## src/sv/epad_ram.sv

```systemverilog
// Generic single-write, single-read synchronous RAM with a registered read.
// Depends on nothing.
module epad_ram #(
    parameter int WIDTH = 64,
    parameter int DEPTH = 64
) (
    input  logic                     clk,
    input  logic                     we,
    input  logic [$clog2(DEPTH)-1:0] waddr,
    input  logic [WIDTH-1:0]         wdata,
    input  logic                     re,
    input  logic [$clog2(DEPTH)-1:0] raddr,
    output logic [WIDTH-1:0]         rdata
);

    logic [WIDTH-1:0] mem [DEPTH];
    logic [WIDTH-1:0] rdata_reg;

    always_ff @(posedge clk)
    begin
        if (we)
        begin
            mem[waddr] <= wdata;
        end
        if (re)
        begin
            rdata_reg <= mem[raddr];
        end
    end

    assign rdata = rdata_reg;

endmodule

```

## config.mk

```make
export PLATFORM = sky130hd
export DESIGN_NAME = epad_ram
export DESIGN_NICKNAME = d
export VERILOG_FILES = /design/src/sv/epad_ram.sv
export SDC_FILE = /design/constraint.sdc
export NUM_CORES = 2
export LEC_CHECK = 0
export BUFFER_PORTS_ARGS = -buffer_cell sky130_fd_sc_hd__clkbuf_2
export CAP_MARGIN = 5
export CORE_MARGIN = 5
export CORE_UTILIZATION = 30
export DETAILED_ROUTE_END_ITERATION = 8
export SYNTH_ARGS = -nofsm -noshare
export SYNTH_HDL_FRONTEND = slang
export SYNTH_SLANG_ARGS = --single-unit
```

## constraint.sdc

```tcl
create_clock -name clk -period 7.8 [get_ports clk]
set_input_delay 1.56 -clock clk [delete_from_list [all_inputs] [get_ports clk]]
set_output_delay 1.56 -clock clk [all_outputs]
set_load 0.005 [all_outputs]
```

* Yosys cells after proc, flatten, opt, wreduce, memory -nomap -nowiden
Memories as Yosys holds them, arrays and structs flattened. A register that Yosys moved wholly into a read port is not among the register bits. Cells that the tools add are included.
Operators by class: multiplexer cells 2
Operators with widths (count):
- $mux W1 | 2
Word-level totals: memories kept 1, input bits 79, output and inout bits 64, word-level logic and storage cells 3, register bits 0, RAM bits 4096
Memories:
- mem | words 64, width 64, read ports 1, clocked after memory_dff 1, write ports 1, RTL line 16 | logic [WIDTH-1:0] mem [DEPTH];

* Longest topological paths before layout
word-level depth 2, depth in mapped cells 9, depth with buffers taken out 5

* Worst setup path after synthesis
No wires, ideal clock.
path type in2reg, start point input waddr[3], end point memory mem[48][0], enable pin, buffers on the path 1, arrival time 6432 ps, setup time 564 ps, cell stages on the path 4, data required time 7236 ps, slack 804 ps, cells stage by stage clkbuf_1 > nor2b_1 > nand4b_1 > nor3_1
RTL lines:
- start, declared | RTL line 9 | input logic [$clog2(DEPTH)-1:0] waddr,
- end, declared | RTL line 16
No word-level cell before the write port.

==> flow_metrics.py <==
metrics = {
    "global_route": {
        "grt_pass1_wl_um": 630000,
        "grt_overflow_total": 0,
        "grt_max_degree": 120,
        "track_usage_pct": 16.5,
        "grt_pass1_vias": 76900,
        "antenna_found_initial": 47,
    },
    "cts": {
        "h-tree-depth": 5,
        "hold_buffers": 0,
        "cts_resized": 0,
        "clk_pin_slew_ns": 0.06,
        "cts-buffers-inserted": 413,
        "clock_sinks": 4160,
        "max-clock-path-buffers": 4,
        "cts-root-buf": "clkbuf_16",
        "insertion_delay_ns": 0.96,
        "post_cts_buffers": 0,
        "cts_tree": "yes",
    },
    "place": {
        "dp_slack_ns": 2.39,
        "io_buffer_count": 142,
        "place_area_sq_um": 167000,
        "place_congestion": 0.766,
        "hpwl_um": 239000,
        "dp_cells": 13500,
    },
    "power": {
        "leakage_nw": 55.0,
        "p_sw_mw": 9.84,
        "power-per-cell-area_nw_per_um2": 258,
        "p_comb_share_pct": 4.5,
        "switching_share_pct": 21.1,
        "p_total_mw": 46.7,
        "clock_power_share_pct": 42.2,
        "ir_drop_mv": 0.210,
        "internal_power_mw": 36.9,
        "power_frac_seq_pct": 53.3,
    },
    "timing": {
        "period_needed_ns": 4.33,
        "finalCritPeriodShare_pct": 55.5,
        "tns_ns": 0,
        "finalSetupViolCount": 0,
        "worst_hold_slack_ns": 0.905,
        "grt_setup_unrepaired": "false",
        "worst_pin_slew_ns": 1.36,
        "fin_ws_ns": 3.47,
        "fmax_ghz": 0.231,
        "drv_slew": 0,
        "finalHoldViolations": 0,
        "fin_skew_ns": 0.0473,
        "slew_headroom_pct": 9.37,
    },
    "routing": {
        "vias": 76100,
        "drc": 0,
        "ant_nets": 0,
        "initialDrtViolationCount": 10600,
        "drt_wl_total_um": 456000,
        "dr.pass1.iters": 6,
        "wl_per_cell_um": 31.9,
        "vias_per_cell": 5.32,
    },
    "cells_and_area": {
        "register_area_sq_um": 125000,
        "nets": 7073,
        "multi_input_area_sq_um": 30800,
        "synthToLayoutAreaGrowth_pct": 15.1,
        "instances_no_fill": 14300,
        "post-route-cell-area_sq_um": 181000,
        "largest_register_ff_count": 4096,
        "layout-drive-gt1-share_pct": 27.9,
        "final_util_pct": 34.7,
        "nFillCells": 47700,
    },
    "logic_synthesis": {
        "yosysTopAreaCell": "edfxtp_1",
        "yosysTopAreaCellShare_pct": 79.6,
        "synthesis.instances": 6598,
        "synth_xor_area_share_pct": 0,
        "synthesis.area_sq_um": 157000,
        "synth_compound_area_share_pct": 2.47,
        "yosys.area_share.simple_pct": 1.23,
        "synthAdderAreaFrac_pct": 0,
        "avgSynthCellArea_sq_um": 23.8,
        "ys_warn_count": 0,
        "ys_top_cells_by_area": "edfxtp_1 (80%), mux4_2 (15%), mux2i_1 (0.86%), a22oi_1 (0.80%), buf_2 (0.54%)",
        "synth_top_family_by_area": "multiplexers",
        "syn-num-nets": 6677,
        "synth.area.mux_share_pct": 15.6,
        "ys_ff_latch": 4160,
        "synth_cell_types": 32,
        "ys_seq_area_share_pct": 79.6,
    },
    "setup_path": {
        "slowest_stage": "and2_4",
        "required_ns": 8.47,
        "cp_max_fo": 45,
        "worst_setup_path_end_kind": "flop",
        "start_kind": "input pin",
        "critical_path_arrival_ns": 5.00,
        "critical_path_class": "in -> reg",
        "path_cells": "clkbuf_2 > and2_4 > buf_4 > a22oi_1 > and3_1 > a211oi_1",
        "slowest_delay_ns": 1.00,
    },
    "floorplan": {
        "die_x_um": 733,
        "die_y_um": 733,
        "rows": 265,
        "start_util_pct": 30.1,
        "io_pins": 143,
        "design.core.area_sq_um": 521000,
        "dieArea_sq_um": 538000,
    },
    "flow_run": {
        "maxCapViolCount": 0,
    },
    "status": {
        "status": "finished clean",
    },
    "hold_path": {
        "hp-class": "reg -> reg",
    },
}
synth_stat cells, drive strengths merged:
library cell and count:
nor2b 28, nand2 58, or3 29, a41oi 26, clkbuf 140, edfxtp 4160, mux2i 135, a22o 88
a31o 1, nand2b 11, nand3b 2, nor2 112, or3b 1, nand4 2, and2 3, a31oi 18
a22oi 168, or2 28, and3 64, nand3 45, nand4b 1, o221ai 38, inv 19, o22ai 83
nor3 2, mux4 1024, buf 230, a2bb2oi 19, a211oi 63
per-layer routing:
layer	vias to the layer above	GRT usage (%)	routed length, um
li1	29400	-	-
met4	12	5.06	15000
met3	748	3.07	40700
met2	3995	27.2	222000
met1	42000	22.2	178000
met5	-	0	64
path summary, 6_finish.rpt:
path	start	end	slack (ns)	cells after the start
worst max-delay path	raddr[3]	rdata[5]	3.47	6
worst min register to register	mem[47][16]	rdata[16]	0.91	4
worst min-delay path	mem[47][16]	rdata[16]	0.91	4
worst max register to register	mem[61][1]	rdata[1]	5.39	5
power by group through the flow:
stage	sequential (mW)	clock, mW	combinational, mW
after floorplan	25.3	0	1.15
after global placement	25.4	0	2.07
after detailed placement	25.4	0	2.11
after CTS	24.9	20.0	2.12
after global routing	24.9	21.0	2.22
final	24.9	19.7	2.09
final cells by class:
cell class              instances  area share, %
inverters                      19         0.0395
clock inverters               263           1.37
clock buffers                 500           6.00
repair buffers                351           1.62
multi-input cells            2049           17.0
flip-flops and latches       4160           69.1
diodes                         16         0.0222
well taps                    6942           4.81
cell families (layout without fill, tap and decap cells):
kind of cell / count (synthesis) / after routing
AOI/OAI and AO/OA: 504 / 504
DFF: 4160 / 4160
muxes: 1159 / 1159
other: 0 / 16
and+or+nand+nor: 386 / 386
buffers and inverters: 389 / 1133
worst max-delay path: cells and delay by family:
kind	cells	cell delay, ns
buf+inv	2	1.42
simple gates	2	1.23
compound gates	2	0.68
placed cells by master (no fill, tap or decap), types with 4 or more instances in the layout:
cell        instances
a211oi_1           63
a22o_1             88
a22oi_1           168
a2bb2oi_1          19
a31oi_1            18
a41oi_1            26
and3_1             64
buf_12             48
buf_4             162
bufinv_16          42
clkbuf_1           78
clkbuf_16         422
clkbuf_2          138
clkinv_1          121
clkinv_2           67
clkinv_8            4
clkinvlp_4          9
diode_2            16
edfxtp_1         4160
inv_1              19
inv_16              4
inv_6              11
mux2i_1           135
mux4_2           1024
nand2_1            55
nand2b_1            9
nand3_1            45
nor2_1             47
nor2_4             65
nor2b_1            24
o221ai_1           38
o22ai_1            83
or2_2              28
or3_1              29
(Power assumes the default switching activity.)
